===== src/rtl/core/emq_pkg.sv =====
package emq_pkg;

  // store geometry
  localparam int CAPACITY    = 32;
  localparam int HANDLE_BITS = 16;
  localparam int IDX_W       = $clog2(CAPACITY);
  localparam int CNT_W       = $clog2(CAPACITY + 1);

  // fixed port widths
  localparam int HANDLE_OUT_W = 16;
  localparam int COUNT_OUT_W  = 6;

  typedef enum logic [1:0] {
    OP_ENQUEUE = 2'd0,
    OP_DEQUEUE = 2'd1,
    OP_EXTRACT = 2'd2
  } op_e;

  typedef enum logic [1:0] {
    STAT_OK       = 2'd0,
    STAT_FULL     = 2'd1,
    STAT_NO_MATCH = 2'd2
  } status_e;

  typedef enum logic [2:0] {
    S_IDLE,
    S_RESP,
    S_READ,
    S_CMP,
    S_FIN
  } state_e;

  typedef struct packed {
    logic [15:0] comm;
    logic [15:0] rank;
    logic [63:0] tag;
  } key_t;

  typedef struct packed {
    key_t                   key;
    logic [HANDLE_BITS-1:0] handle;
  } slot_t;

  // one write and one read port of the slot store
  typedef struct packed {
    logic             we;
    logic [IDX_W-1:0] waddr;
    slot_t            wdata;
    logic             re;
    logic [IDX_W-1:0] raddr;
  } mem_req_t;

endpackage


===== src/rtl/core/early_message_match_queue.sv =====
// enqueue: result pushed from S_RESP, next request accepted after that
// dequeue and extract: one scan of all held entries, each read in S_READ and
//   compared in S_CMP, then the final result from S_FIN
// the scan rate is set by the single store read port and the one key comparator
// output stalls pause the scan; the store is compacted during the same pass
// reset clears the count and all control state; slot contents are not cleared
module early_message_match_queue
  import emq_pkg::*;
(
  input  logic                    clk_i,
  input  logic                    rst_ni,
  input  logic                    in_valid_i,
  output logic                    in_stall_o,
  input  logic [1:0]              operation_i,
  input  logic [15:0]             comm_id_i,
  input  logic [15:0]             source_rank_i,
  input  logic signed [63:0]      message_tag_i,
  input  logic [15:0]             request_handle_i,
  output logic                    out_valid_o,
  input  logic                    out_stall_i,
  output logic                    found_o,
  output logic [HANDLE_OUT_W-1:0] handle_out_o,
  output logic [1:0]              status_o,
  output logic [COUNT_OUT_W-1:0]  stored_count_o,
  output logic                    last_o
);

  state_e                 state_q, state_d;
  logic [CNT_W-1:0]       cnt_q, cnt_d;
  logic [CNT_W-1:0]       cnt_start_q, cnt_start_d;
  logic [CNT_W-1:0]       rd_q, rd_d;
  logic [CNT_W-1:0]       wr_q, wr_d;
  logic [CNT_W-1:0]       matches_q, matches_d;
  logic                   pend_valid_q, pend_valid_d;
  logic [HANDLE_BITS-1:0] pend_handle_q, pend_handle_d;
  logic [CNT_W-1:0]       pend_count_q, pend_count_d;
  logic [1:0]             op_q, op_d;
  key_t                   key_q, key_d;
  status_e                resp_status_q, resp_status_d;

  logic                    out_valid_q, out_valid_d;
  logic                    out_found_q;
  logic [HANDLE_OUT_W-1:0] out_handle_q;
  status_e                 out_status_q;
  logic [COUNT_OUT_W-1:0]  out_count_q;
  logic                    out_last_q;

  logic                   push;
  logic                   push_found;
  logic [HANDLE_BITS-1:0] push_handle;
  status_e                push_status;
  logic [CNT_W-1:0]       push_count;
  logic                   push_last;
  logic                   can_push;
  logic                   advance;

  mem_req_t mem_req;
  slot_t    rd_data;
  logic     key_match;
  logic     hit;

  // slot store
  emq_store u_store (
    .clk_i     (clk_i),
    .req_i     (mem_req),
    .rd_data_o (rd_data)
  );

  // shared key comparator
  emq_key_cmp u_key_cmp (
    .entry_key_i (rd_data.key),
    .req_key_i   (key_q),
    .match_o     (key_match)
  );

  assign can_push   = !out_valid_q || !out_stall_i;
  assign hit        = key_match && !((op_q == OP_DEQUEUE) && (matches_q != '0));
  assign in_stall_o = (state_q != S_IDLE);

  // sequencer: next state, store access and result push
  always_comb begin
    state_d       = state_q;
    cnt_d         = cnt_q;
    cnt_start_d   = cnt_start_q;
    rd_d          = rd_q;
    wr_d          = wr_q;
    matches_d     = matches_q;
    pend_valid_d  = pend_valid_q;
    pend_handle_d = pend_handle_q;
    pend_count_d  = pend_count_q;
    op_d          = op_q;
    key_d         = key_q;
    resp_status_d = resp_status_q;
    mem_req       = '0;
    push          = 1'b0;
    push_found    = 1'b0;
    push_handle   = '0;
    push_status   = STAT_OK;
    push_count    = cnt_q;
    push_last     = 1'b1;
    advance       = 1'b0;

    unique case (state_q)
      S_IDLE: begin
        if (in_valid_i) begin
          op_d         = operation_i;
          key_d.comm   = comm_id_i;
          key_d.rank   = source_rank_i;
          key_d.tag    = message_tag_i;
          cnt_start_d  = cnt_q;
          rd_d         = '0;
          wr_d         = '0;
          matches_d    = '0;
          pend_valid_d = 1'b0;
          unique case (operation_i) inside
            OP_ENQUEUE: begin
              state_d = S_RESP;
              if (cnt_q == CNT_W'(CAPACITY)) begin
                resp_status_d = STAT_FULL;
              end else begin
                mem_req.we                = 1'b1;
                mem_req.waddr             = cnt_q[IDX_W-1:0];
                mem_req.wdata.key.comm    = comm_id_i;
                mem_req.wdata.key.rank    = source_rank_i;
                mem_req.wdata.key.tag     = message_tag_i;
                mem_req.wdata.handle      = HANDLE_BITS'(request_handle_i);
                cnt_d                     = cnt_q + CNT_W'(1);
                resp_status_d             = STAT_OK;
              end
            end
            OP_DEQUEUE, OP_EXTRACT: begin
              if (cnt_q == '0) begin
                resp_status_d = STAT_NO_MATCH;
                state_d       = S_RESP;
              end else begin
                state_d = S_READ;
              end
            end
            default: begin
              resp_status_d = STAT_OK;
              state_d       = S_RESP;
            end
          endcase
        end
      end

      // single result of enqueue, empty search or unused code
      S_RESP: begin
        if (can_push) begin
          push        = 1'b1;
          push_status = resp_status_q;
          push_count  = cnt_q;
          state_d     = S_IDLE;
        end
      end

      S_READ: begin
        mem_req.re    = 1'b1;
        mem_req.raddr = rd_q[IDX_W-1:0];
        state_d       = S_CMP;
      end

      // compare one entry: a hit is taken out, a miss is written back compacted
      S_CMP: begin
        if (hit) begin
          if (!pend_valid_q || can_push) begin
            if (pend_valid_q) begin
              push        = 1'b1;
              push_found  = 1'b1;
              push_handle = pend_handle_q;
              push_count  = pend_count_q;
              push_last   = 1'b0;
            end
            pend_valid_d  = 1'b1;
            pend_handle_d = rd_data.handle;
            pend_count_d  = cnt_start_q - matches_q - CNT_W'(1);
            matches_d     = matches_q + CNT_W'(1);
            advance       = 1'b1;
          end
        end else begin
          mem_req.we    = 1'b1;
          mem_req.waddr = wr_q[IDX_W-1:0];
          mem_req.wdata = rd_data;
          wr_d          = wr_q + CNT_W'(1);
          advance       = 1'b1;
        end
        if (advance) begin
          rd_d    = rd_q + CNT_W'(1);
          state_d = ((rd_q + CNT_W'(1)) == cnt_start_q) ? S_FIN : S_READ;
        end
      end

      // final result of the scan
      S_FIN: begin
        if (can_push) begin
          push = 1'b1;
          if (pend_valid_q) begin
            push_found  = 1'b1;
            push_handle = pend_handle_q;
            push_count  = pend_count_q;
          end else begin
            push_status = STAT_NO_MATCH;
            push_count  = cnt_q;
          end
          cnt_d   = cnt_start_q - matches_q;
          state_d = S_IDLE;
        end
      end

      default: state_d = S_IDLE;
    endcase
  end

  // output register handshake
  always_comb begin
    if (push) begin
      out_valid_d = 1'b1;
    end else if (!out_stall_i) begin
      out_valid_d = 1'b0;
    end else begin
      out_valid_d = out_valid_q;
    end
  end

  // control state
  always_ff @(posedge clk_i or negedge rst_ni) begin
    if (!rst_ni) begin
      state_q      <= S_IDLE;
      cnt_q        <= '0;
      pend_valid_q <= 1'b0;
      out_valid_q  <= 1'b0;
    end else begin
      state_q      <= state_d;
      cnt_q        <= cnt_d;
      pend_valid_q <= pend_valid_d;
      out_valid_q  <= out_valid_d;
    end
  end

  // request and scan payload
  always_ff @(posedge clk_i) begin
    cnt_start_q   <= cnt_start_d;
    rd_q          <= rd_d;
    wr_q          <= wr_d;
    matches_q     <= matches_d;
    pend_handle_q <= pend_handle_d;
    pend_count_q  <= pend_count_d;
    op_q          <= op_d;
    key_q         <= key_d;
    resp_status_q <= resp_status_d;
  end

  // result payload
  always_ff @(posedge clk_i) begin
    if (push) begin
      out_found_q  <= push_found;
      out_handle_q <= HANDLE_OUT_W'(push_handle);
      out_status_q <= push_status;
      out_count_q  <= COUNT_OUT_W'(push_count);
      out_last_q   <= push_last;
    end
  end

  assign out_valid_o    = out_valid_q;
  assign found_o        = out_found_q;
  assign handle_out_o   = out_handle_q;
  assign status_o       = out_status_q;
  assign stored_count_o = out_count_q;
  assign last_o         = out_last_q;

  // checks
  a_cnt_bound: assert property (@(posedge clk_i) disable iff (!rst_ni)
    cnt_q <= CNT_W'(CAPACITY))
    else $error("held count above capacity");

  a_compact_order: assert property (@(posedge clk_i) disable iff (!rst_ni)
    (state_q == S_CMP) |-> (wr_q <= rd_q) && (rd_q < cnt_start_q))
    else $error("compaction write pointer ahead of read pointer");

  a_match_count: assert property (@(posedge clk_i) disable iff (!rst_ni)
    (state_q == S_CMP || state_q == S_FIN) |-> (matches_q <= cnt_start_q))
    else $error("more matches than scanned entries");

  a_found_ok: assert property (@(posedge clk_i) disable iff (!rst_ni)
    (out_valid_o && found_o) |-> (status_o == STAT_OK))
    else $error("matched handle with error status");

endmodule


===== src/rtl/core/emq_store.sv =====
module emq_store
  import emq_pkg::*;
(
  input  logic     clk_i,
  input  mem_req_t req_i,
  output slot_t    rd_data_o
);

  slot_t mem_q [CAPACITY];
  slot_t rd_data_q;

  // write port
  always_ff @(posedge clk_i) begin
    if (req_i.we) begin
      mem_q[req_i.waddr] <= req_i.wdata;
    end
  end

  // registered read port
  always_ff @(posedge clk_i) begin
    if (req_i.re) begin
      rd_data_q <= mem_q[req_i.raddr];
    end
  end

  assign rd_data_o = rd_data_q;

endmodule


===== src/rtl/core/emq_key_cmp.sv =====
module emq_key_cmp
  import emq_pkg::*;
(
  input  key_t entry_key_i,
  input  key_t req_key_i,
  output logic match_o
);

  // exact match on communicator, rank and all tag bits
  assign match_o = (entry_key_i.comm == req_key_i.comm) &&
                   (entry_key_i.rank == req_key_i.rank) &&
                   (entry_key_i.tag  == req_key_i.tag);

endmodule

===== config.mk =====
export PLATFORM = sky130hd
export DESIGN_NAME = early_message_match_queue
export DESIGN_NICKNAME = d
export VERILOG_FILES = /design/src/rtl/core/emq_pkg.sv /design/src/rtl/core/early_message_match_queue.sv /design/src/rtl/core/emq_store.sv /design/src/rtl/core/emq_key_cmp.sv
export SDC_FILE = /design/constraint.sdc
export NUM_CORES = 2
export LEC_CHECK = 0
export BUFFER_PORTS_ARGS = -buffer_cell sky130_fd_sc_hd__buf_4
export CAP_MARGIN = 10
export CORE_MARGIN = 2
export CORE_UTILIZATION = 25
export DETAILED_ROUTE_END_ITERATION = 8
export GPL_TIMING_DRIVEN = 0
export PLACE_DENSITY = 0.38
export SYNTH_ARGS = -nofsm -noshare
export SYNTH_HDL_FRONTEND = slang
export SYNTH_SLANG_ARGS = --single-unit

===== constraint.sdc =====
create_clock -name clk_i -period 17.9 [get_ports clk_i]
set_clock_uncertainty 0.15 [all_clocks]
set_input_delay 3.58 -clock clk_i [delete_from_list [all_inputs] [get_ports clk_i]]
set_output_delay 3.58 -clock clk_i [all_outputs]
set_load 0.05 [all_outputs]

==> results.cfg <==
[outcome]
result_of_the_run = finished with violations
violations = capacitance limit, slew limit

[clock_tree]
cts-hold-fix-buffers = 0
cts-root-to-sink-buffers = 4
cts-resized-gates = 0
clock-sinks = 3878
clockRootBuffer = sky130_fd_sc_hd__clkbuf_16
cts_tree = done
cts_setup_buffers = 0
cts_max_level = 5
path_clk_slew_ns = 0.06
clock_latency_ns = 1.03
cts_inserted_buffers = 438

[floorplanning]
io_pins = 146
core_region_area_um2 = 595000
row_cnt = 283
fp.dieW_um = 777
dieArea_um2 = 603000
die_height_um = 777
initial_core_util_pct = 25.1

[worst_setup_path]
required_ns = 18.35
critPathMaxFanout = 50
arrival_time_at_the_worst_endpoint_ns = 7.84
start_kind = input port
criticalPathCategory = in2reg
worstPathCellList = buf_4, and2_1, buf_8, nand2_1, a21oi_2, clkbuf_1, buf_2, a22o_1
worstPathBufferInverterCount = 4
critical_path.slowest_cell = sky130_fd_sc_hd__a22o_1
cpLargestDelayFamily = buffers and inverters
max_stage_delay_ns = 1.08
timing.critical_path.to_type = flop

[detailed_routing]
highest_layer = met5
drt_pass1_iterations = 6
remaining_drc_errors = 0
routed-via-count = 88571
iteration_0_drc_markers = 9934
drt.antenna.violating_nets = 0
wl_met3_um = 36900
avgViaCountPerCell = 4.93
drt-total-wl_um = 599000
met2RoutedLength_um = 288000
routedLengthMet1_um = 248000
routed_wire_length_per_instance_um = 33.3

[synthesis]
yosysMostFrequentCell = sky130_fd_sc_hd__edfxtp_1
yosys_most_used_dff = sky130_fd_sc_hd__edfxtp_1
mappedNetlistArea_um2 = 149000
asr_flop_ratio_synth_pct = 0.284
synth.avg_cell_area_um2 = 17.5
synth.largest_area_cell = sky130_fd_sc_hd__edfxtp_1
ys_seq_area_share_pct = 78.0
synth_edf_count = 3867
synth_cells = 8524
post_synth_num_cell_types = 73
synth_commonest_cells = sky130_fd_sc_hd__edfxtp_1 (3,867), sky130_fd_sc_hd__nand2_1 (703), sky130_fd_sc_hd__a211oi_1 (410)
synth.top_cell.area_share_pct = 77.8
synthTopCellsByArea = sky130_fd_sc_hd__edfxtp_1 (78%), sky130_fd_sc_hd__mux4_2 (5.4%), sky130_fd_sc_hd__a211oi_1 (2.1%), sky130_fd_sc_hd__nand2_1 (1.8%), sky130_fd_sc_hd__o22ai_1 (1.7%)
postSynthNetCount = 8656
synth-warning-count = 0
ys_seq_elements = 3878

[global_routing]
grt_antenna_before_repair = 79
wire_length_of_the_first_global_routing_pass_um = 794000
grt_max_degree = 63
grt.total_usage_pct = 19.2
total_grt_overflow = 0
first_global_vias = 87887

[timing]
finalSetupViolCount = 0
grt_setup_unrepaired = no
finalHoldViolations = 0
slew_headroom_pct = -0.0762
timing_max_transition_violations_final = 1
highest_clock_rate_ghz = 0.135
min_period_over_period_pct = 41.3
finalCriticalPeriod_ns = 7.39
final.setup.tns_ns = 0
worstMarginPinSlew_ns = 1.49

[power]
power.static_leakage_nw = 57.9
totalPowerFinal_mw = 24.1
vdd.ir_drop.worst_v = 0.0000920
power_per_cell_area_nw_per_um2 = 133

[finish]
layout-area-overhead-vs-synth_pct = 21.6
fraction_of_layout_cells_with_a_size_suffix_above_1_pct = 20.2
design.final.nets = 9844
postLayoutCellArea_um2 = 182000

[place]
postPlaceCellArea_um2 = 167000
total_half_perimeter_wirelength_after_legalization_and_detailed_placement_um = 439000
io_buffers = 145
place_congestion = 0.822

[min_path]
hp-class = reg2reg

[run]
maxCapViolCount = 1
==> power breakdown <==
group / switching, mW / internal [mW]
clock: 3.76 / 4.88
combinational: 2.90 / 0.802
sequential: 0.143 / 11.6
total: 6.80 / 17.3
==> worst register-to-register path, stage by stage, from the launching register on <==
cell                       delay [ns]
sky130_fd_sc_hd__edfxtp_1        0.46
sky130_fd_sc_hd__xor2_1          0.29
sky130_fd_sc_hd__nor4_1          1.00
sky130_fd_sc_hd__nand4_1         0.63
sky130_fd_sc_hd__nor3_4          0.89
sky130_fd_sc_hd__a21oi_2         0.25
sky130_fd_sc_hd__a21o_1          0.30
sky130_fd_sc_hd__buf_6           0.17
sky130_fd_sc_hd__nor4_2          0.50
sky130_fd_sc_hd__buf_4           0.29
sky130_fd_sc_hd__buf_4           0.21
sky130_fd_sc_hd__buf_4           0.22
sky130_fd_sc_hd__buf_4           0.18
sky130_fd_sc_hd__buf_4           0.19
sky130_fd_sc_hd__buf_4           0.20
sky130_fd_sc_hd__buf_4           0.17
sky130_fd_sc_hd__buf_4           0.20
sky130_fd_sc_hd__buf_4           0.19
==> logic make-up (layout without fill, tap and decap cells) <==
logic type,after synthesis,after routing,synth area share (%)
fa+ha+maj,14,14,0.122
buf+inv,598,2158,1.69
compound gates,1596,1596,7.22
flops,3878,3878,78.0
mux,478,478,6.27
xor+xnor,123,123,0.722
simple gates,1837,1837,6.01
other cells,0,36,0
==> final timing paths <==
| path | slack, ns | start | depth (start not counted) | end |
|---|---|---|---|---|
| hold reg to reg | 0.30 | u_store.rd_data_o[12]$_DFFE_PN_ | 0 | pend_handle_q[12]$_DFFE_PP_ |
| setup reg to reg | 11.05 | u_store.rd_data_o[47]$_DFFE_PN_ | 17 | u_store.mem_q[9][46]$_DFFE_PP_ |
| setup / recovery | 10.51 | in_valid_i | 8 | u_store.mem_q[12][26]$_DFFE_PP_ |
| min in group asynchronous | 2.25 | rst_ni | 1 | state_q[1]$_DFFE_PN0P_ |
| max in group asynchronous | 15.18 | rst_ni | 1 | cnt_q[4]$_DFFE_PN0P_ |
| hold / removal | 0.30 | u_store.rd_data_o[12]$_DFFE_PN_ | 0 | pend_handle_q[12]$_DFFE_PP_ |
==> registers in the layout (all words and copies together), names as in the netlist, 2 cells and up <==
signal	flops
u_store.rd_data_o	112
matches_q	6
resp_status_q	2
status_o	2
handle_out_o	16
key_q	96
wr_q	5
pend_count_q	6
rd_q	6
stored_count_o	6
cnt_start_q	6
u_store.mem_q	3584
pend_handle_q	16
cnt_q	6
state_q	3
op_q	2
==> layout make-up <==
class                      count  area [um2]
antenna                       36        90.1
buffer                       570        2480
clock buffer                 547       11500
clock inverter               265        2050
fill                       58056      413000
inverter                      28         105
multi-input combinational   4048       30700
sequential                  3878      116000
tap                         7837        9810
timing repair buffer         748        8430
==> cells in the final DEF, fill, tap and decap left out, types with 187 or more instances in the layout <==
master                      instances
sky130_fd_sc_hd__edfxtp_1        3867
sky130_fd_sc_hd__nand2_1          703
sky130_fd_sc_hd__clkbuf_16        450
sky130_fd_sc_hd__a211oi_1         410
sky130_fd_sc_hd__o22ai_1          407
sky130_fd_sc_hd__clkbuf_1         403
sky130_fd_sc_hd__and2_1           366
sky130_fd_sc_hd__buf_4            365
sky130_fd_sc_hd__mux4_2           359
sky130_fd_sc_hd__a21oi_1          324
sky130_fd_sc_hd__buf_6            248
sky130_fd_sc_hd__nor3_1           246
sky130_fd_sc_hd__nor2_1           195
sky130_fd_sc_hd__buf_2            187
==> through the flow <==
stage	setup WS [ns]	cells	utilization [%]	hold slack (ns)
2_1_floorplan	0.265	8524	-	0.273
3_3_place_gp	-22.81	16506	26.9	0.294
3_5_place_dp	9.33	17082	28.1	0.287
4_1_cts	10.37	17894	30.4	0.305
5_1_grt	10.41	17932	30.5	0.318
6_report	10.51	17957	30.5	0.304
==> per-layer routing <==
layer  vias to the layer above  global-route usage, %
li1                      36800                      -
met1                     47561                   25.3
met2                      3448                   32.3
met3                       760                   2.76
met4                         2                   7.14
met5                         -                      0
Note: power is estimated with default switching activity, not from simulation.
